`src/rtl/core/i2cm_pkg.sv`:
```
// Shared types and constants for the I2C master byte engine.
// No dependencies.
`default_nettype none
package i2cm_pkg;

  localparam int TICK_W  = 16;
  localparam int Q_DEPTH = 2;
  localparam int Q_AW    = $clog2(Q_DEPTH);
  localparam int Q_CW    = $clog2(Q_DEPTH + 1);
  localparam logic [TICK_W-1:0] PHASE_TICKS_RST = TICK_W'(32);

  typedef enum logic [2:0] {
    OP_IDLE    = 3'd0,
    OP_START   = 3'd1,
    OP_RESTART = 3'd2,
    OP_STOP    = 3'd3,
    OP_WRITE   = 3'd4,
    OP_READ    = 3'd5
  } op_t;

  typedef enum logic [4:0] {
    PH_NONE    = 5'd0,
    PH_ST_SDA0 = 5'd1,
    PH_ST_SCL0 = 5'd2,
    PH_RS_SDA1 = 5'd3,
    PH_RS_SCL1 = 5'd4,
    PH_W_SET   = 5'd5,
    PH_W_HIGH  = 5'd6,
    PH_W_LOW   = 5'd7,
    PH_A_REL   = 5'd8,
    PH_A_HIGH  = 5'd9,
    PH_A_LOW   = 5'd10,
    PH_A_DRIVE = 5'd11,
    PH_R_REL   = 5'd12,
    PH_R_WAIT  = 5'd13,
    PH_R_HIGH  = 5'd14,
    PH_R_LOW   = 5'd15,
    PH_K_SET   = 5'd16,
    PH_K_HIGH  = 5'd17,
    PH_K_LOW   = 5'd18,
    PH_K_SDA0  = 5'd19,
    PH_P_SDA0  = 5'd20,
    PH_P_SCL1  = 5'd21,
    PH_P_SDA1  = 5'd22
  } phase_t;

  typedef struct packed {
    op_t        op;
    logic [7:0] tx_byte;
    logic       last_read;
    logic       sda_sample;
  } item_t;

  typedef struct packed {
    logic scl;
    logic sda;
    logic en;
  } line_t;

  typedef struct packed {
    logic [7:0] rx_byte;
    logic       ack_ok;
    logic       done;
    logic       busy;
    line_t      line;
  } res_t;

endpackage
`default_nettype wire

```
`src/rtl/core/i2cm_front.sv`:
```
// Input side: accepts items and decodes the command field.
// Depends on i2cm_pkg.
`default_nettype none
module i2cm_front import i2cm_pkg::*; (
  input  wire logic        in_tvalid,
  output logic             in_tready,
  input  wire logic [15:0] in_tdata,  // command[2:0] tx_byte[10:3] last_read[11] sda_sample[12]
  input  wire logic        q_full,
  output logic             push,
  output item_t            push_item
);

  op_t op_dec;

  always_comb begin
    unique case (in_tdata[2:0])
      3'd1:    op_dec = OP_START;
      3'd2:    op_dec = OP_RESTART;
      3'd3:    op_dec = OP_STOP;
      3'd4:    op_dec = OP_WRITE;
      3'd5:    op_dec = OP_READ;
      default: op_dec = OP_IDLE;
    endcase
  end

  assign in_tready            = !q_full;
  assign push                 = in_tvalid && !q_full;
  assign push_item.op         = op_dec;
  assign push_item.tx_byte    = in_tdata[10:3];
  assign push_item.last_read  = in_tdata[11];
  assign push_item.sda_sample = in_tdata[12];

endmodule
`default_nettype wire

```
`src/rtl/core/i2cm_queue.sv`:
```
// Short FIFO of decoded items between the front and the bus engine.
// Depends on i2cm_pkg.
`default_nettype none
module i2cm_queue import i2cm_pkg::*; (
  input  wire logic clk,
  input  wire logic rst_n,
  input  wire logic push,
  input  item_t     push_item,
  output logic      full,
  input  wire logic pop,
  output logic      head_valid,
  output item_t     head_item
);

  item_t           mem_r [Q_DEPTH];
  logic [Q_AW-1:0] wr_ptr_r, wr_ptr_nxt;
  logic [Q_AW-1:0] rd_ptr_r, rd_ptr_nxt;
  logic [Q_CW-1:0] cnt_r, cnt_nxt;

  assign full       = (cnt_r == Q_CW'(Q_DEPTH));
  assign head_valid = (cnt_r != '0);
  assign head_item  = mem_r[rd_ptr_r];

  always_comb begin
    wr_ptr_nxt = wr_ptr_r;
    rd_ptr_nxt = rd_ptr_r;
    cnt_nxt    = cnt_r;
    if (push) begin
      wr_ptr_nxt = (wr_ptr_r == Q_AW'(Q_DEPTH - 1)) ? '0 : wr_ptr_r + Q_AW'(1);
    end
    if (pop) begin
      rd_ptr_nxt = (rd_ptr_r == Q_AW'(Q_DEPTH - 1)) ? '0 : rd_ptr_r + Q_AW'(1);
    end
    if (push && !pop) begin
      cnt_nxt = cnt_r + Q_CW'(1);
    end else if (pop && !push) begin
      cnt_nxt = cnt_r - Q_CW'(1);
    end
  end

  always_ff @(posedge clk) begin
    if (!rst_n) begin
      wr_ptr_r <= '0;
      rd_ptr_r <= '0;
      cnt_r    <= '0;
    end else begin
      wr_ptr_r <= wr_ptr_nxt;
      rd_ptr_r <= rd_ptr_nxt;
      cnt_r    <= cnt_nxt;
    end
  end

  always_ff @(posedge clk) begin
    if (push) begin
      mem_r[wr_ptr_r] <= push_item;
    end
  end

endmodule
`default_nettype wire

```
`src/rtl/core/i2cm_back.sv`:
```
// Bus engine: phase sequencer, tick counter, shifter and result register.
// Depends on i2cm_pkg.
`default_nettype none
module i2cm_back import i2cm_pkg::*; (
  input  wire logic              clk,
  input  wire logic              rst_n,
  input  wire logic [TICK_W-1:0] phase_ticks,
  input  wire logic              head_valid,
  input  item_t                  head_item,
  output logic                   pop,
  output logic                   res_valid,
  input  wire logic              res_ready,
  output res_t                   res
);

  op_t               op_r, op_nxt;
  phase_t            ph_r, ph_nxt;
  logic [3:0]        bit_cnt_r, bit_cnt_nxt;
  logic [7:0]        shift_r, shift_nxt;
  logic [TICK_W-1:0] tick_r, tick_nxt;
  logic              nak_r, nak_nxt;
  line_t             line_r, line_nxt;
  logic              ack_r, ack_nxt;
  logic              res_valid_r;
  res_t              res_r, res_nxt;

  logic [TICK_W-1:0] phase_len;
  logic [TICK_W-1:0] tick_inc;
  logic [3:0]        bit_inc;
  phase_t            nx;
  logic              done;

  function automatic line_t enter_line(phase_t ph, line_t ln, logic msb, logic nak);
    line_t o;
    o = ln;
    unique case (ph)
      PH_ST_SDA0, PH_K_SDA0: o.sda = 1'b0;
      PH_ST_SCL0, PH_W_LOW, PH_A_LOW, PH_R_WAIT, PH_R_LOW, PH_K_LOW: o.scl = 1'b0;
      PH_RS_SDA1, PH_P_SDA1: begin
        o.sda = 1'b1;
        o.en  = 1'b1;
      end
      PH_RS_SCL1, PH_W_HIGH, PH_A_HIGH, PH_R_HIGH, PH_K_HIGH, PH_P_SCL1: o.scl = 1'b1;
      PH_W_SET: begin
        o.sda = msb;
        o.en  = 1'b1;
      end
      PH_A_REL, PH_R_REL: begin
        o.en  = 1'b0;
        o.sda = 1'b1;
      end
      PH_A_DRIVE, PH_P_SDA0: begin
        o.en  = 1'b1;
        o.sda = 1'b0;
      end
      PH_K_SET: begin
        o.en  = 1'b1;
        o.sda = nak;
      end
      default: o = ln;
    endcase
    return o;
  endfunction

  assign pop       = head_valid && (!res_valid_r || res_ready);
  assign phase_len = (phase_ticks == '0) ? TICK_W'(1) : phase_ticks;
  assign tick_inc  = tick_r + TICK_W'(1);
  assign bit_inc   = bit_cnt_r + 4'd1;

  always_comb begin
    op_nxt      = op_r;
    ph_nxt      = ph_r;
    bit_cnt_nxt = bit_cnt_r;
    shift_nxt   = shift_r;
    tick_nxt    = tick_r;
    nak_nxt     = nak_r;
    line_nxt    = line_r;
    ack_nxt     = ack_r;
    nx          = PH_NONE;
    done        = 1'b0;
    res_nxt     = '0;

    if (op_r != OP_IDLE) begin
      tick_nxt = tick_inc;
      if (tick_inc >= phase_len) begin
        unique case (ph_r)
          PH_ST_SDA0: nx = PH_ST_SCL0;
          PH_ST_SCL0: begin
            bit_cnt_nxt = 4'd0;
            nx          = PH_W_SET;
          end
          PH_RS_SDA1: nx = PH_RS_SCL1;
          PH_RS_SCL1: nx = PH_ST_SDA0;
          PH_W_SET:   nx = PH_W_HIGH;
          PH_W_HIGH:  nx = PH_W_LOW;
          PH_W_LOW: begin
            shift_nxt   = {shift_r[6:0], 1'b0};
            bit_cnt_nxt = bit_inc;
            nx          = bit_inc[3] ? PH_A_REL : PH_W_SET;
          end
          PH_A_REL: nx = PH_A_HIGH;
          PH_A_HIGH: begin
            ack_nxt = !head_item.sda_sample;
            nx      = PH_A_LOW;
          end
          PH_A_LOW: nx = PH_A_DRIVE;
          PH_R_REL: begin
            bit_cnt_nxt = 4'd0;
            nx          = PH_R_WAIT;
          end
          PH_R_WAIT: nx = PH_R_HIGH;
          PH_R_HIGH: begin
            shift_nxt   = {shift_r[6:0], head_item.sda_sample};
            bit_cnt_nxt = bit_inc;
            nx          = bit_inc[3] ? PH_R_LOW : PH_R_WAIT;
          end
          PH_R_LOW:  nx = PH_K_SET;
          PH_K_SET:  nx = PH_K_HIGH;
          PH_K_HIGH: nx = PH_K_LOW;
          PH_K_LOW:  nx = PH_K_SDA0;
          PH_P_SDA0: nx = PH_P_SCL1;
          PH_P_SCL1: nx = PH_P_SDA1;
          default:   nx = PH_NONE;
        endcase
        if (nx == PH_NONE) begin
          done = 1'b1;
          if (op_r == OP_READ) begin
            res_nxt.rx_byte = shift_nxt;
          end else if (op_r != OP_STOP) begin
            res_nxt.ack_ok = ack_nxt;
          end
          op_nxt   = OP_IDLE;
          ph_nxt   = PH_NONE;
          tick_nxt = '0;
        end else begin
          ph_nxt   = nx;
          tick_nxt = '0;
          line_nxt = enter_line(nx, line_r, shift_nxt[7], nak_r);
        end
      end
    end else if (head_item.op != OP_IDLE) begin
      op_nxt      = head_item.op;
      bit_cnt_nxt = 4'd0;
      ack_nxt     = 1'b0;
      tick_nxt    = '0;
      unique case (head_item.op)
        OP_READ: begin
          shift_nxt = 8'd0;
          nak_nxt   = head_item.last_read;
          ph_nxt    = PH_R_REL;
        end
        OP_STOP: ph_nxt = PH_P_SDA0;
        OP_RESTART: begin
          shift_nxt = head_item.tx_byte;
          ph_nxt    = PH_RS_SDA1;
        end
        OP_WRITE: begin
          shift_nxt = head_item.tx_byte;
          ph_nxt    = PH_W_SET;
        end
        default: begin
          shift_nxt = head_item.tx_byte;
          ph_nxt    = PH_ST_SDA0;
        end
      endcase
      line_nxt = enter_line(ph_nxt, line_r, shift_nxt[7], nak_nxt);
    end

    res_nxt.done = done;
    res_nxt.busy = (op_nxt != OP_IDLE);
    res_nxt.line = line_nxt;
  end

  always_ff @(posedge clk) begin
    if (!rst_n) begin
      op_r        <= OP_IDLE;
      ph_r        <= PH_NONE;
      bit_cnt_r   <= '0;
      shift_r     <= '0;
      tick_r      <= '0;
      nak_r       <= 1'b0;
      line_r      <= '{scl: 1'b1, sda: 1'b1, en: 1'b1};
      ack_r       <= 1'b0;
      res_valid_r <= 1'b0;
    end else begin
      if (pop) begin
        op_r      <= op_nxt;
        ph_r      <= ph_nxt;
        bit_cnt_r <= bit_cnt_nxt;
        shift_r   <= shift_nxt;
        tick_r    <= tick_nxt;
        nak_r     <= nak_nxt;
        line_r    <= line_nxt;
        ack_r     <= ack_nxt;
      end
      if (pop) begin
        res_valid_r <= 1'b1;
      end else if (res_ready) begin
        res_valid_r <= 1'b0;
      end
    end
  end

  always_ff @(posedge clk) begin
    if (pop) begin
      res_r <= res_nxt;
    end
  end

  assign res_valid = res_valid_r;
  assign res       = res_r;

endmodule
`default_nettype wire

```
`src/rtl/core/i2c_master_byte_engine.sv`:
```
// Top level of the byte-level I2C bus master: front decoder, item queue, bus engine.
// Depends on i2cm_pkg, i2cm_front, i2cm_queue, i2cm_back.
//
// Usage: each in_ item is one timebase tick carrying the sampled SDA level and,
// while the master is idle, an optional command (start, restart, stop, write,
// read). Every accepted item yields exactly one out_ item with the SCL/SDA
// levels, the SDA enable, busy, a done pulse, ack_ok and rx_byte.
// phase_ticks is written through cfg_we/cfg_wdata (reset value 32, 0 acts
// as 1); write it only while the block is idle.
// An item's result passes the queue and then the result register on its way to out_.
// Throughput: one item per cycle while out_ is not stalled; a two-entry queue
// separates the input decoder from the engine.
// When the out_ receiver stalls, the result register holds and the queue
// fills; in_tready drops once both entries are taken.
// Reset (rst_n low, synchronous) idles the engine with SCL high and SDA
// driven high, empties the queue and clears out_tvalid.
`default_nettype none
module i2c_master_byte_engine import i2cm_pkg::*; (
  input  wire logic              clk,
  input  wire logic              rst_n,
  input  wire logic              cfg_we,
  input  wire logic [TICK_W-1:0] cfg_wdata,  // phase_ticks
  input  wire logic              in_tvalid,
  output logic                   in_tready,
  input  wire logic [15:0]       in_tdata,   // command[2:0] tx_byte[10:3] last_read[11]
                                             // sda_sample[12] zero[15:13]
  output logic                   out_tvalid,
  input  wire logic              out_tready,
  output logic [15:0]            out_tdata   // scl[0] sda[1] sda_en[2] busy[3] done[4]
                                             // ack_ok[5] rx_byte[13:6] zero[15:14]
);

  logic [TICK_W-1:0] phase_ticks_r;
  logic              push, q_full, pop, head_valid;
  item_t             push_item, head_item;
  res_t              res;

  always_ff @(posedge clk) begin
    if (!rst_n) begin
      phase_ticks_r <= PHASE_TICKS_RST;
    end else if (cfg_we) begin
      phase_ticks_r <= cfg_wdata;
    end
  end

  i2cm_front u_front (
    .in_tvalid (in_tvalid),
    .in_tready (in_tready),
    .in_tdata  (in_tdata),
    .q_full    (q_full),
    .push      (push),
    .push_item (push_item)
  );

  i2cm_queue u_queue (
    .clk        (clk),
    .rst_n      (rst_n),
    .push       (push),
    .push_item  (push_item),
    .full       (q_full),
    .pop        (pop),
    .head_valid (head_valid),
    .head_item  (head_item)
  );

  i2cm_back u_back (
    .clk         (clk),
    .rst_n       (rst_n),
    .phase_ticks (phase_ticks_r),
    .head_valid  (head_valid),
    .head_item   (head_item),
    .pop         (pop),
    .res_valid   (out_tvalid),
    .res_ready   (out_tready),
    .res         (res)
  );

  assign out_tdata = {2'b00, res.rx_byte, res.ack_ok, res.done, res.busy,
                      res.line.en, res.line.sda, res.line.scl};

endmodule
`default_nettype wire

```
`config.mk`:
```
export PLATFORM = sky130hd
export DESIGN_NAME = i2c_master_byte_engine
export DESIGN_NICKNAME = d
export VERILOG_FILES = /design/src/rtl/core/i2cm_pkg.sv /design/src/rtl/core/i2cm_front.sv /design/src/rtl/core/i2cm_queue.sv /design/src/rtl/core/i2cm_back.sv /design/src/rtl/core/i2c_master_byte_engine.sv
export SDC_FILE = /design/constraint.sdc
export NUM_CORES = 1
export LEC_CHECK = 0
export BUFFER_PORTS_ARGS = -buffer_cell sky130_fd_sc_hd__buf_2
export CAP_MARGIN = 15
export CORE_MARGIN = 3
export CORE_UTILIZATION = 41
export DETAILED_ROUTE_END_ITERATION = 7
export GPL_ROUTABILITY_DRIVEN = 0
export GPL_TIMING_DRIVEN = 1
export PLACE_DENSITY = 0.7
export SYNTH_ARGS = -nofsm -noshare
export SYNTH_HDL_FRONTEND = slang
export SYNTH_SLANG_ARGS = --single-unit
```
`constraint.sdc`:
```
create_clock -name clk -period 3.78 [get_ports clk]
set_clock_uncertainty 0.1 [all_clocks]
set_input_delay 0.756 -clock clk [delete_from_list [all_inputs] [get_ports clk]]
set_output_delay 0.756 -clock clk [all_outputs]
set_load 0.005 [all_outputs]
```
; ---- Yosys cells after proc, flatten, opt, wreduce, memory -nomap -nowiden
; Memories as Yosys holds them, arrays and structs flattened. A register that Yosys moved wholly into a read port is not among the register bits.
; Index checks and enable logic that the tools add are counted.
[totals]
reg_bits = 76
latch_bits = 0
ramBits = 26
rom_bits = 0
in_bits = 37
output_inout_bits = 18
word_cells = 210
n_memories = 1
[op_classes]
n_addsub = 6
multipliers = 0
div_mod_pow = 0
order_cmp = 1
n_eq_ne = 78
shifts = 0
mux = 56
bitwise_logic = 4
reduce_logical = 41
[mem_list]
columns = name, words, width, rd, rd_clocked_by_memory_dff, write_ports, line
row1 = u_queue.mem_r, 2, 13, 1, 1, 1, i2cm_queue.sv:15  ; item_t mem_r [Q_DEPTH];
[op_table]
columns = operator, n
row1 = 5-bit by 4-bit == test with 1-bit output (second input constant), 23
row2 = 5-bit == test (second input constant), 19
row3 = 5-bit one-hot mux with 19 select lines, 1
row4 = 16-bit 2-to-1 mux, 4
row5 = 5-bit by 3-bit == test with 1-bit output (second input constant), 12
row6 = 5-bit 2-to-1 mux, 8
row7 = 6-bit OR reduction, 6
row8 = 8-bit one-hot mux with 2 select lines, 2
row9 = 5-bit by 2-bit == test with 1-bit output (second input constant), 6
row10 = 3-bit 2-to-1 mux, 8
row11 = 8-bit 2-to-1 mux, 3
row12 = 5-bit one-hot mux with 4 select lines, 1
row13 = 16-bit by 1-bit adder with 16-bit output (second input constant), 1
row14 = 16-bit >= comparator, 1
row15 = 16-bit zero test, 1
row16 = 4-bit 2-to-1 mux, 4
row17 = 4-bit OR reduction, 4
row18 = 3-bit == test (second input constant), 5
row19 = 5-bit by 1-bit == test with 1-bit output (second input constant), 3
row20 = 3-bit one-hot mux with 5 select lines, 1
row21 = 1-bit 2-to-1 mux, 14
row22 = 3-bit by 2-bit == test with 1-bit output (second input constant), 4
row23 = 4-bit AND reduction, 3
row24 = 3-bit nonzero test, 3
row25 = other kinds (24), 49

; ---- Logic depth before layout (Yosys ltp)
; Gate-level depths: netlist (run 1).
[logic_depth]
word_depth = 11
mapped_depth = 16
ltp_nobuf = 14

; ---- Hierarchy
; From an unflattened synthesis (run 1), not the netlist that was laid out.
[unflattened]
hier_cells = 593
area_unflattened_um2 = 5620.4
[modules_own_cells]
columns = mod, instances, cells_each, area_each_um2, seq_area_each_um2
row1 = i2cm_back, 1, 462, 3727.3, 1261.2
row2 = i2cm_queue, 1, 62, 1153.6, 880.8
row3 = i2c_master_byte_engine, 1, 54, 631.9, 320.3
row4 = i2cm_front, 1, 15, 107.6, 0.0

; ---- Least setup slack after synthesis (run 1)
; Ideal clock, no wire load.
[synth_timing]
path_type = register -> register
startpoint = reg u_back.tick_r[0]
endpoint = reg u_back.res_r, in the netlist u_back.res[10] (data pin)
setup_time_ns = 0.263
arrival_ns = 3.294
required_time_ns = 3.417
setup_slack_ns = 0.123
stages_incl_launch_ff = 17
path_buffers = 2
synth_period_minus_slack_ns = 3.657
cell_sequence = dfxtp_1 -> ha_1 -> nand3_1 -> or2_2 -> nor2_1 -> and2_1 -> xor2_1 -> ha_1 -> a21oi_1 -> nand2_1 -> a221o_1 -> a41o_1 -> buf_6 -> nand2_1 -> or3_1 -> clkbuf_1 -> nor2_1
[synth_between]
elab_chain_cells = 3
[synth_rtl]
columns = item, line
row1 = start: declaration, i2cm_back.sv:20  ; logic [TICK_W-1:0] tick_r, tick_nxt;
row2 = start signal: assignment, i2cm_back.sv:191  ; tick_r <= tick_nxt;
row3 = 16-bit by 1-bit adder with 16-bit output, i2cm_back.sv:67  ; assign tick_inc = tick_r + TICK_W'(1);
row4 = 16-bit >= comparator, i2cm_back.sv:85  ; if (tick_inc >= phase_len) begin
row5 = 4-bit AND reduction (no source line), -
row6 = end signal: assignment, i2cm_back.sv:206  ; res_r <= res_nxt;
row7 = end: declaration, i2cm_back.sv:25  ; res_t res_r, res_nxt;
; No other way between the ends.
; A chain may end at the register's enable or synchronous reset.

; ---- Worst setup path in the final report (run 1)
[layout_timing]
startpoint = reg u_back.tick_r[1]
endpoint = reg u_back.tick_r[6]
[layout_between]
elab_chain_cells = 4
[layout_rtl]
columns = item, line
row1 = 16-bit by 1-bit adder with 16-bit output (*), i2cm_back.sv:67
row2 = 16-bit >= comparator, i2cm_back.sv:85
row3 = 16-bit 2-to-1 mux (*), i2cm_back.sv:85
row4 = 16-bit 2-to-1 mux (*), i2cm_back.sv:83  ; if (op_r != OP_IDLE) begin
; Every way passes the cells marked *; elsewhere a longest branch is shown, timed or not.

==> results of run 1 <==
## how the worst max path moves through the flow
stage	from	endpoint	slack [ns]	cells past startpoint
global placement	u_back.tick_r[0]	u_back.tick_r[8]	0.09	16
detailed placement	u_back.tick_r[1]	u_back.tick_r[6]	-0.01	15
floorplan	u_back.tick_r[0]	u_back.res[10]	0.12	16
finish	u_back.tick_r[1]	u_back.tick_r[6]	0.17	15
global route	u_back.tick_r[0]	u_back.tick_r[6]	-0.03	15
CTS	u_back.tick_r[1]	u_back.tick_r[14]	0.02	16
## power groups by stage
stage	sequential, uW	combinational, uW	clock, uW
after floorplan	1510	1260	0
after global placement	1600	1610	0
after detailed placement	1620	1660	0
after CTS	1590	1700	895
after global routing	1630	1920	940
final	1590	1730	876
## per-layer routing
layer / share of wire, % / GRT usage, % / vias to the layer above / wire length (um)
met5: 0 / 0 / - / 0
met2: 47 / 28.49 / 157 / 6206
met1: 45 / 25.18 / 2261 / 5926
met4: 2.3 / 8.188 / 0 / 309
li1: - / - / 2332 / -
met3: 5.7 / 2.396 / 28 / 746
## synth_stat cells (3+ instances only)
| library cell | instances |
|---|---|
| a211oi_1 | 7 |
| a21oi_1 | 29 |
| a22oi_1 | 9 |
| a311oi_1 | 3 |
| a31oi_1 | 6 |
| and2_1 | 3 |
| and3_1 | 5 |
| and4_1 | 3 |
| buf_1 | 3 |
| buf_2 | 10 |
| buf_4 | 4 |
| clkbuf_1 | 21 |
| dfxtp_1 | 63 |
| edfxtp_1 | 40 |
| ha_1 | 19 |
| inv_1 | 23 |
| mux2_2 | 5 |
| mux2i_1 | 34 |
| nand2_1 | 44 |
| nand2b_1 | 5 |
| nand3_1 | 22 |
| nand3b_1 | 4 |
| nand4_1 | 8 |
| nor2_1 | 79 |
| nor2b_1 | 12 |
| nor3_1 | 25 |
| nor3b_1 | 4 |
| nor4_1 | 4 |
| o211ai_1 | 5 |
| o21a_1 | 5 |
| o21ai_0 | 34 |
| o22ai_1 | 8 |
| o31ai_1 | 3 |
| o32ai_1 | 4 |
| or3_1 | 5 |
| xnor2_1 | 12 |
| xor2_1 | 10 |
## repair_timing
action,in CTS,in global routing
gates resized for setup,0,10
setup endpoints to repair,8,46
hold buffers,0,0
buffers inserted,4,0
hold endpoints to repair,0,0
pin swaps,1,2
## area by class of cell
type	instances	area, sq um	area share, %
multi-input cells	447	2909	45.02
flip-flops and latches	103	2462	38.11
repair buffers	79	503.0	7.785
clock buffers	10	229.0	3.544
well taps	176	220.2	3.408
inverters	25	93.84	1.452
clock inverters	6	43.79	0.6778
## kinds of logic after synthesis
logic type                 synth area share, %
buffers and inverters                    4.924
muxes                                    7.095
other                                  0.06708
DFF                                      44.05
and+or+nand+nor                          20.28
xor gates and xnor gates                 3.447
adders and majority gates                4.252
AOI/OAI and AO/OA                        15.89
## registers in the layout, summed over array words and instances, names as in the netlist, 2 cells and up, named ones only
name	cells
u_back.tick_r	16
u_queue.cnt_r	2
u_back.ph_r	5
u_back.bit_cnt_r	4
u_queue.mem_r	26
u_back.shift_r	8
phase_ticks_r	16
u_back.res	14
u_back.op_r	3
u_back.line_r	3
## metrics by stage
step	total power (uW)	setup TNS, ns	hold slack, ns
2_1_floorplan	2770	0	0.3348
3_3_place_gp	3210	0	0.3494
3_5_place_dp	3274	-0.04237	0.3685
4_1_cts	4185	0	0.3865
5_1_grt	4481	-0.03995	0.4189
6_report	4201	0	0.4012
## placed cells by master, fill, tap and decap left out, types with 6 or more instances in the layout
cell / count
nand2_1: 44
dfxtp_1: 63
nand3_1: 22
a22oi_1: 9
xnor2_1: 12
o21ai_0: 34
nor2_1: 78
xor2_1: 8
ha_1: 19
buf_2: 49
a211oi_1: 7
a31oi_1: 6
inv_1: 23
clkbuf_16: 9
a21oi_1: 29
buf_4: 26
edfxtp_1: 40
o22ai_1: 8
mux2i_1: 34
nor3_1: 24
nor2b_1: 12
nand4_1: 8
## worst reg2reg max path: stages (launching register included)
cell and delay [ns]:
dfxtp_1 0.36, ha_1 0.18, nand3_1 0.11, or2_2 0.36
nor2_4 0.15, and2_4 0.18, xor2_2 0.16, ha_1 0.28
a21oi_1 0.17, nand2_1 0.08, a221o_1 0.35, a41o_4 0.29
buf_4 0.16, nor2_4 0.23, nand2_1 0.11, a311oi_2 0.25
==> flow_summary.json, run 1 <==
{
  "outcome": "completed",
  "syn_inst": 613,
  "timing.final.crit_period_ns": 3.612,
  "die_w_um": 122.8,
  "internal_power_uw": 2502,
  "dpl.cell_count": 825,
  "die_h_um": 122.8,
  "syn_to_final_growth_pct": 15.58,
  "crit_chain": "ha_1 -> nand3_1 -> or2_2 -> nor2_4 -> and2_4 -> xor2_2 -> ha_1 -> a21oi_1 -> nand2_1 -> a221o_1 -> a41o_4 -> buf_4 -> nor2_4 -> nand2_1 -> a311oi_2",
  "seq_area_frac_synth_pct": 44.05,
  "antenna_found_initial": 0,
  "grt_pass1_vias": 4542,
  "crit_buf_inv": 1,
  "wl_per_cell_um": 15.59,
  "yosysTopAreaCell": "dfxtp_1",
  "synth_edf_count": 40,
  "dp_worst_setup_slack_ns": -0.01416,
  "grt_max_degree": 36,
  "slowest_stage": "dfxtp_1",
  "num_io_pins": 55,
  "slew_viol_final": 0,
  "core-area_sq_um": 13300,
  "synth_ff_type": "dfxtp_1",
  "clk_latency_ns": 0.35,
  "swShare_pct": 40.44,
  "tightest_slew_ns": 0.9176,
  "dp_hpwl_mm": 9.297,
  "cts_root_buf": "clkbuf_16",
  "cts_sinks": 103,
  "timing_hold_violations_final": 0,
  "fin_cells": 846,
  "die-area_sq_um": 15070,
  "vias": 4778,
  "p_leak_uw": 0.002437,
  "hold_start": "u_back.ack_r",
  "reg2reg_to": "u_back.tick_r[6]",
  "grt_use_total_pct": 18.23,
  "slew_headroom_pct": 38.49,
  "viasPerCell": 5.648,
  "cp_top_family": "simple AND/OR/NAND/NOR gates",
  "nNetsFinal": 721,
  "fmax_mhz": 276.9,
  "fill_cells": 1243,
  "max_cap_viol_count": 0,
  "timing.final.crit_share_pct": 95.54,
  "ys_ff_latch": 103,
  "max-vdd-ir-drop_mv": 0.5454,
  "cts_inserted_buffers": 9,
  "drive_above_1_share_pct": 17.16,
  "crit_path_end_kind": "flip-flop",
  "reg2regPathDepth": 15,
  "num_rows": 42,
  "htreeDepth": 3,
  "p_switching_uw": 1699,
  "cp_slowest_stage_delay_ns": 0.36,
  "synth_cell_types": 62,
  "arrival_ns": 3.77,
  "n_antenna_cell": 0,
  "cp-start-kind": "flip-flop",
  "grt_pass1_wl_mm": 21.97,
  "crit_fanout": 8,
  "worst_slack_ns": 0.1684,
  "worst-setup-path-type": "reg2reg",
  "wirelength_mm": 13.19,
  "ant_nets": 0,
  "route.detailed.drc": 0,
  "detail_route.first_pass.iterations": 5,
  "netlist_area_sq_um": 5590,
  "synth_warnings": 0,
  "dpl_cell_area_sq_um": 6096,
  "gr-total-overflow": 0,
  "portBuffers": 49,
  "clk_pin_slew_ns": 0.07,
  "post-route-cell-area_sq_um": 6461,
  "hp-class": "reg2reg",
  "yosysTopAreaCellShare_pct": 22.56,
  "hold_depth": 2,
  "final_util_pct": 48.60,
  "cts_tree": "done",
  "p_seq_share_pct": 38.0,
  "worst_hold_path.endpoint": "u_back.ack_r",
  "syn_avg_cell_area_sq_um": 9.120,
  "cp_data_required_time_ns": 3.94,
  "cts_buffer_depth": 2,
  "first_iter_violations": 400,
  "setup_viol": 0,
  "p_comb_share_pct": 41.2,
  "power.density_nw_per_um2": 650.1,
  "ys_top_cells_by_area": "dfxtp_1 (23%), edfxtp_1 (21%), mux2i_1 (6.1%)",
  "power_frac_clock_pct": 20.8,
  "reg2reg_setup_slack_ns": 0.17,
  "r2r-start": "u_back.tick_r[1]",
  "async_flop_share_pct": 0,
  "start_util_pct": 42.05
}
No activity file was read; power rests on OpenSTA's default activity.
==> inputs of run 2 (changes only) <==
--- a/config.mk
+++ b/config.mk
@@ -7,12 +7,13 @@
 export LEC_CHECK = 0
 export BUFFER_PORTS_ARGS = -buffer_cell sky130_fd_sc_hd__buf_2
 export CAP_MARGIN = 15
-export CORE_MARGIN = 3
-export CORE_UTILIZATION = 41
+export CELL_PAD_IN_SITES_DETAIL_PLACEMENT = 0
+export CELL_PAD_IN_SITES_GLOBAL_PLACEMENT = 2
+export CORE_UTILIZATION = 33
 export DETAILED_ROUTE_END_ITERATION = 7
 export GPL_ROUTABILITY_DRIVEN = 0
 export GPL_TIMING_DRIVEN = 1
-export PLACE_DENSITY = 0.7
+export PLACE_DENSITY = 0.84
 export SYNTH_ARGS = -nofsm -noshare
 export SYNTH_HDL_FRONTEND = slang
 export SYNTH_SLANG_ARGS = --single-unit
==> flow_summary.json, run 2 (synthesized netlist as in run 1, its figures left out) <==
{
  "outcome": "completed",
  "die_w_um": 132.2,
  "detail_route.first_pass.iterations": 5,
  "cts_root_buf": "clkbuf_16",
  "cp-endpoint": "u_back.tick_r[14]",
  "hold_slack_ns": 0.3824,
  "dp_worst_setup_slack_ns": -0.05568,
  "grtUsageMet3_pct": 2.076,
  "biggestRegsByFlops": "u_queue.mem_r (26), phase_ticks_r (16), u_back.tick_r (16)",
  "r2r-start": "u_back.tick_r[0]",
  "ff_latch_area_sq_um": 2462,
  "worst_slack_ns": 0.2437,
  "internal_power_uw": 2544,
  "hold_buffers": 0,
  "dp_hpwl_mm": 9.783,
  "p_comb_share_pct": 40.2,
  "portBuffers": 49,
  "final_util_pct": 39.07,
  "timing_hold_violations_final": 0,
  "cts_buffer_depth": 2,
  "largest_reg_flops": 26,
  "crit_fanout": 8,
  "grt_pass1_vias": 4310,
  "timing.final.crit_period_ns": 3.536,
  "tightest_slew_ns": 1.065,
  "fill_cells": 1690,
  "gr-total-overflow": 0,
  "slew_viol_final": 0,
  "vias": 4616,
  "cp_data_required_time_ns": 3.96,
  "htreeDepth": 3,
  "first_iter_violations": 334,
  "cp-start-kind": "flip-flop",
  "max-vdd-ir-drop_mv": 0.3532,
  "reg2reg_setup_slack_ns": 0.24,
  "start_util_pct": 33.71,
  "core-area_sq_um": 16580,
  "p_leak_uw": 0.002421,
  "cts_tree": "done",
  "worst-setup-path-type": "reg2reg",
  "power.density_nw_per_um2": 656.0,
  "cp-startpoint": "u_back.tick_r[0]",
  "swShare_pct": 40.15,
  "final_cell_mix": "nor2_1 (78), dfxtp_1 (63), buf_2 (49), nand2_1 (44), edfxtp_1 (40)",
  "hold_start": "u_back.ack_r",
  "die_h_um": 132.2,
  "cts_resized": 2,
  "timing.final.crit_share_pct": 93.55,
  "arrival_ns": 3.72,
  "fmax_mhz": 282.8,
  "reg2reg_to": "u_back.tick_r[14]",
  "crit_cells": 16,
  "crit_buf_inv": 2,
  "crit_path_end_kind": "flip-flop",
  "p_seq_share_pct": 36.9,
  "rsz0062_at_grt": "false",
  "slowest_stage": "a221o_1",
  "die-area_sq_um": 17460,
  "dpl_cell_area_sq_um": 6133,
  "hp-class": "reg2reg",
  "cp_top_family": "compound AO/OA/AOI/OAI gates",
  "slew_headroom_pct": 28.71,
  "grt_use_met2_pct": 24.19,
  "hold_depth": 2,
  "clk_pin_slew_ns": 0.07,
  "clk_latency_ns": 0.36,
  "syn_to_final_growth_pct": 15.91,
  "cp_slowest_stage_delay_ns": 0.35,
  "crit_chain": "ha_1 -> nand3_1 -> or2_4 -> nor2_4 -> and2_4 -> xor2_2 -> ha_1 -> a21oi_1 -> nand2_1 -> a221o_1 -> a41o_4 -> buf_4 -> buf_4 -> nor3_1 -> o21ai_0 -> a21oi_1",
  "grt_use_total_pct": 15.82,
  "ant_nets": 0,
  "regMostFlops": "u_queue.mem_r",
  "max_cap_viol_count": 0,
  "wirelength_mm": 13.62,
  "p_switching_uw": 1707,
  "cts_sinks": 103,
  "wl_per_cell_um": 15.37,
  "drive_above_1_share_pct": 16.52,
  "post-route-cell-area_sq_um": 6480,
  "cts_inserted_buffers": 9,
  "grt_max_degree": 26,
  "n_antenna_cell": 0,
  "viasPerCell": 5.210,
  "busiest_layer": "met2",
  "route.detailed.drc": 0,
  "reg2regPathDepth": 16,
  "globalRouteMet1Util_pct": 22.30,
  "power_frac_clock_pct": 22.9,
  "final_common_cell": "nor2_1",
  "grt_pass1_wl_mm": 21.99,
  "multiInputGateArea_sq_um": 2905,
  "nNetsFinal": 717,
  "num_rows": 47,
  "cts_setup_buffers": 0,
  "setup_viol": 0,
  "num_io_pins": 55,
  "antenna_found_initial": 0
}
==> run 2: changes by cell type in the layout (fill, tap and decap cells not counted), moves of 2 or more <==
cell	before	now
buf_12	2	0
buf_6	2	0
inv_6	3	1
inv_8	0	2
==> run 2: worst min-delay path by stage <==
stage,to
5_1_grt,u_back.ack_r
4_1_cts,u_back.ack_r
3_5_place_dp,u_back.ack_r
6_report,u_back.ack_r
3_3_place_gp,u_back.ack_r
2_1_floorplan,u_back.ack_r
==> run 2: layer usage <==
layer,part of all wire (%),wire [um],vias to the layer above
met5,0,0,-
met4,2.1,282,0
met3,3.6,488,18
met2,44,5949,97
met1,51,6896,2196
li1,-,-,2305
==> run 2: worst reg2reg max path: stages, from the launching register on <==
cell and delay (ns):
dfxtp_1 0.34, ha_1 0.17, nand3_1 0.10, or2_4 0.30, nor2_4 0.13, and2_4 0.17, xor2_2 0.18, ha_1 0.28
a21oi_1 0.16, nand2_1 0.07, a221o_1 0.35, a41o_4 0.30, buf_4 0.19, buf_4 0.16, nor3_1 0.21, o21ai_0 0.10
a21oi_1 0.16
==> run 2: area by class of cell <==
class	instances	area share, %
multi-input cells	447	44.83
repair buffers	75	6.797
flip-flops and latches	103	38.00
inverters	25	1.448
clock buffers	9	3.476
clock inverters	7	1.197
well taps	220	4.248
==> run 2: power groups by stage <==
stage	registers (uW)	clock network, uW	logic, uW
final	1570	972	1710
after CTS	1570	996	1720
after global placement	1580	0	1690
after detailed placement	1590	0	1710
after global routing	1600	1030	1880
after floorplan	1510	0	1260
==> run 2: stage by stage <==
step                      TNS [ns]  power, uW  std cells
after global routing             0       4512        886
after CTS                        0       4278        886
after global placement           0       3269        870
after floorplan                  0       2770        614
after detailed placement   -0.1252       3295        870
final                            0       4251        886
==> inputs of run 3 (changes only) <==
--- a/config.mk
+++ b/config.mk
@@ -9,6 +9,7 @@
 export CAP_MARGIN = 15
 export CELL_PAD_IN_SITES_DETAIL_PLACEMENT = 0
 export CELL_PAD_IN_SITES_GLOBAL_PLACEMENT = 2
+export CORE_ASPECT_RATIO = 1.2
 export CORE_UTILIZATION = 33
 export DETAILED_ROUTE_END_ITERATION = 7
 export GPL_ROUTABILITY_DRIVEN = 0
==> flow_summary.json, run 3 (synthesized netlist as in run 1, its figures left out) <==
{
  "globalRouteMet1Util_pct": 21.91,
  "tightest_slew_ns": 1.057,
  "rsz0062_at_grt": "false",
  "vias": 4611,
  "final_cell_mix": "nor2_1 (78), dfxtp_1 (63), buf_2 (49), nand2_1 (44), edfxtp_1 (40)",
  "start_util_pct": 34.09,
  "cp_slowest_stage_delay_ns": 0.35,
  "antenna_found_initial": 0,
  "multiInputGateArea_sq_um": 2884,
  "crit_fanout": 10,
  "grtUsageMet3_pct": 1.538,
  "dp_worst_setup_slack_ns": 0.01128,
  "cp_top_family": "compound AO/OA/AOI/OAI gates",
  "dpl_cell_area_sq_um": 6136,
  "path_common_cell": "ha_1",
  "final_common_cell": "nor2_1",
  "cts_tree": "done",
  "first_iter_violations": 208,
  "grt_max_degree": 34,
  "cts_inserted_buffers": 9,
  "timing.final.crit_period_ns": 3.524,
  "fill_cells": 1645,
  "route.detailed.drc": 0,
  "cp-start-kind": "flip-flop",
  "syn_to_final_growth_pct": 15.94,
  "timing_hold_violations_final": 0,
  "gr-total-overflow": 0,
  "slew_viol_final": 0,
  "wirelength_mm": 13.59,
  "biggestRegsByFlops": "u_queue.mem_r (26), phase_ticks_r (16), u_back.tick_r (16)",
  "grt_use_total_pct": 16.03,
  "setup_viol": 0,
  "n_antenna_cell": 0,
  "outcome": "completed",
  "wl_per_cell_um": 15.48,
  "max-vdd-ir-drop_mv": 0.3455,
  "num_rows": 51,
  "detail_route.first_pass.iterations": 5,
  "viasPerCell": 5.252,
  "timing.final.crit_share_pct": 93.24,
  "ant_nets": 0,
  "post-route-cell-area_sq_um": 6481,
  "largest_reg_flops": 26,
  "arrival_ns": 3.63,
  "drive_above_1_share_pct": 16.37,
  "busiest_layer": "met2",
  "hp-class": "reg2reg",
  "worst-setup-path-type": "reg2reg",
  "cp_data_required_time_ns": 3.88,
  "core-area_sq_um": 16400,
  "crit_buf_inv": 1,
  "ff_latch_area_sq_um": 2462,
  "grt_pass1_wl_mm": 22.13,
  "cts_setup_buffers": 0,
  "cts_sinks": 103,
  "max_cap_viol_count": 0,
  "htreeDepth": 3,
  "fmax_mhz": 283.7,
  "clk_pin_slew_ns": 0.08,
  "slew_headroom_pct": 29.29,
  "p_leak_uw": 0.002439,
  "die-area_sq_um": 17470,
  "clk_latency_ns": 0.35,
  "grt_pass1_vias": 4309,
  "crit_path_end_kind": "flip-flop",
  "cts_root_buf": "clkbuf_16",
  "crit_chain": "ha_1 -> nand3_1 -> or2_2 -> nor2_2 -> and2_1 -> xor2_2 -> ha_1 -> a21oi_1 -> nand2_1 -> a221o_1 -> a41o_4 -> buf_4 -> o21a_2 -> nor2_1 -> nor3_1",
  "nNetsFinal": 717,
  "power.density_nw_per_um2": 663.6,
  "setup_tns_ns": 0,
  "portBuffers": 49,
  "die_w_um": 120.8,
  "grt_use_met2_pct": 26.35,
  "num_io_pins": 55,
  "regMostFlops": "u_queue.mem_r",
  "cts_buffer_depth": 2,
  "hold_buffers": 0,
  "dp_hpwl_mm": 9.906,
  "die_h_um": 144.6,
  "slowest_stage": "dfxtp_1",
  "worst_slack_ns": 0.2555
}
## run 3: cell count changes in the layout (fill, tap and decap cells not counted), sizes merged
cell | before | now
clkinvlp | 2 | 0
clkinv | 3 | 5
## run 3: power by group
group	total, uW	internal, uW	switching (uW)
combinational	1730	627	1100
clock	1000	536	465
sequential	1570	1390	181
total	4300	2560	1750
## run 3: repair_timing
action / 4_1_cts / 5_1_grt
endpoints found under the setup margin: 2 / 30
gates cloned: 0 / 0
gates resized for setup: 1 / 5
## run 3: layer usage
layer  part of all wire [%]  wire length, um  up-vias
met5                      0                0        -
li1                       -                -     2305
met3                    3.0              409       11
met2                     47             6438       99
met4                    1.4              197        0
met1                     48             6548     2196
## run 3: final timing paths
path                                  startpoint                 to  slack [ns]  cells past startpoint
worst min register to register      u_back.ack_r       u_back.ack_r        0.37                      2
worst max register to register  u_back.tick_r[1]  u_back.shift_r[5]        0.26                     15
worst min-delay path                u_back.ack_r       u_back.ack_r        0.37                      2
worst max-delay path            u_back.tick_r[1]  u_back.shift_r[5]        0.26                     15
## run 3: tightest hold or removal path, stage by stage (launching register included)
cell,delay [ns]
dfxtp_1,0.31
nand3_1,0.06
o41ai_1,0.06
## run 3: area by class of cell
cell class	instances	share of cell area, %
Multi-Input combinational cell	447	44.50
Clock buffer	9	3.475
Clock inverter	7	1.506
Timing Repair Buffer	75	6.988
Sequential cell	103	37.99
Tap cell	212	4.093
Inverter	25	1.448
## run 3: metrics by stage
step | std cells | hold WS (ns) | util (%) | total power [uW]
3_3_place_gp | 862 | 0.3500 | 37.42 | 3263
5_1_grt | 878 | 0.3980 | 39.52 | 4570
4_1_cts | 878 | 0.3689 | 39.39 | 4309
6_report | 878 | 0.3736 | 39.52 | 4301
3_5_place_dp | 862 | 0.3597 | 37.42 | 3305
2_1_floorplan | 614 | 0.3348 | - | 2770
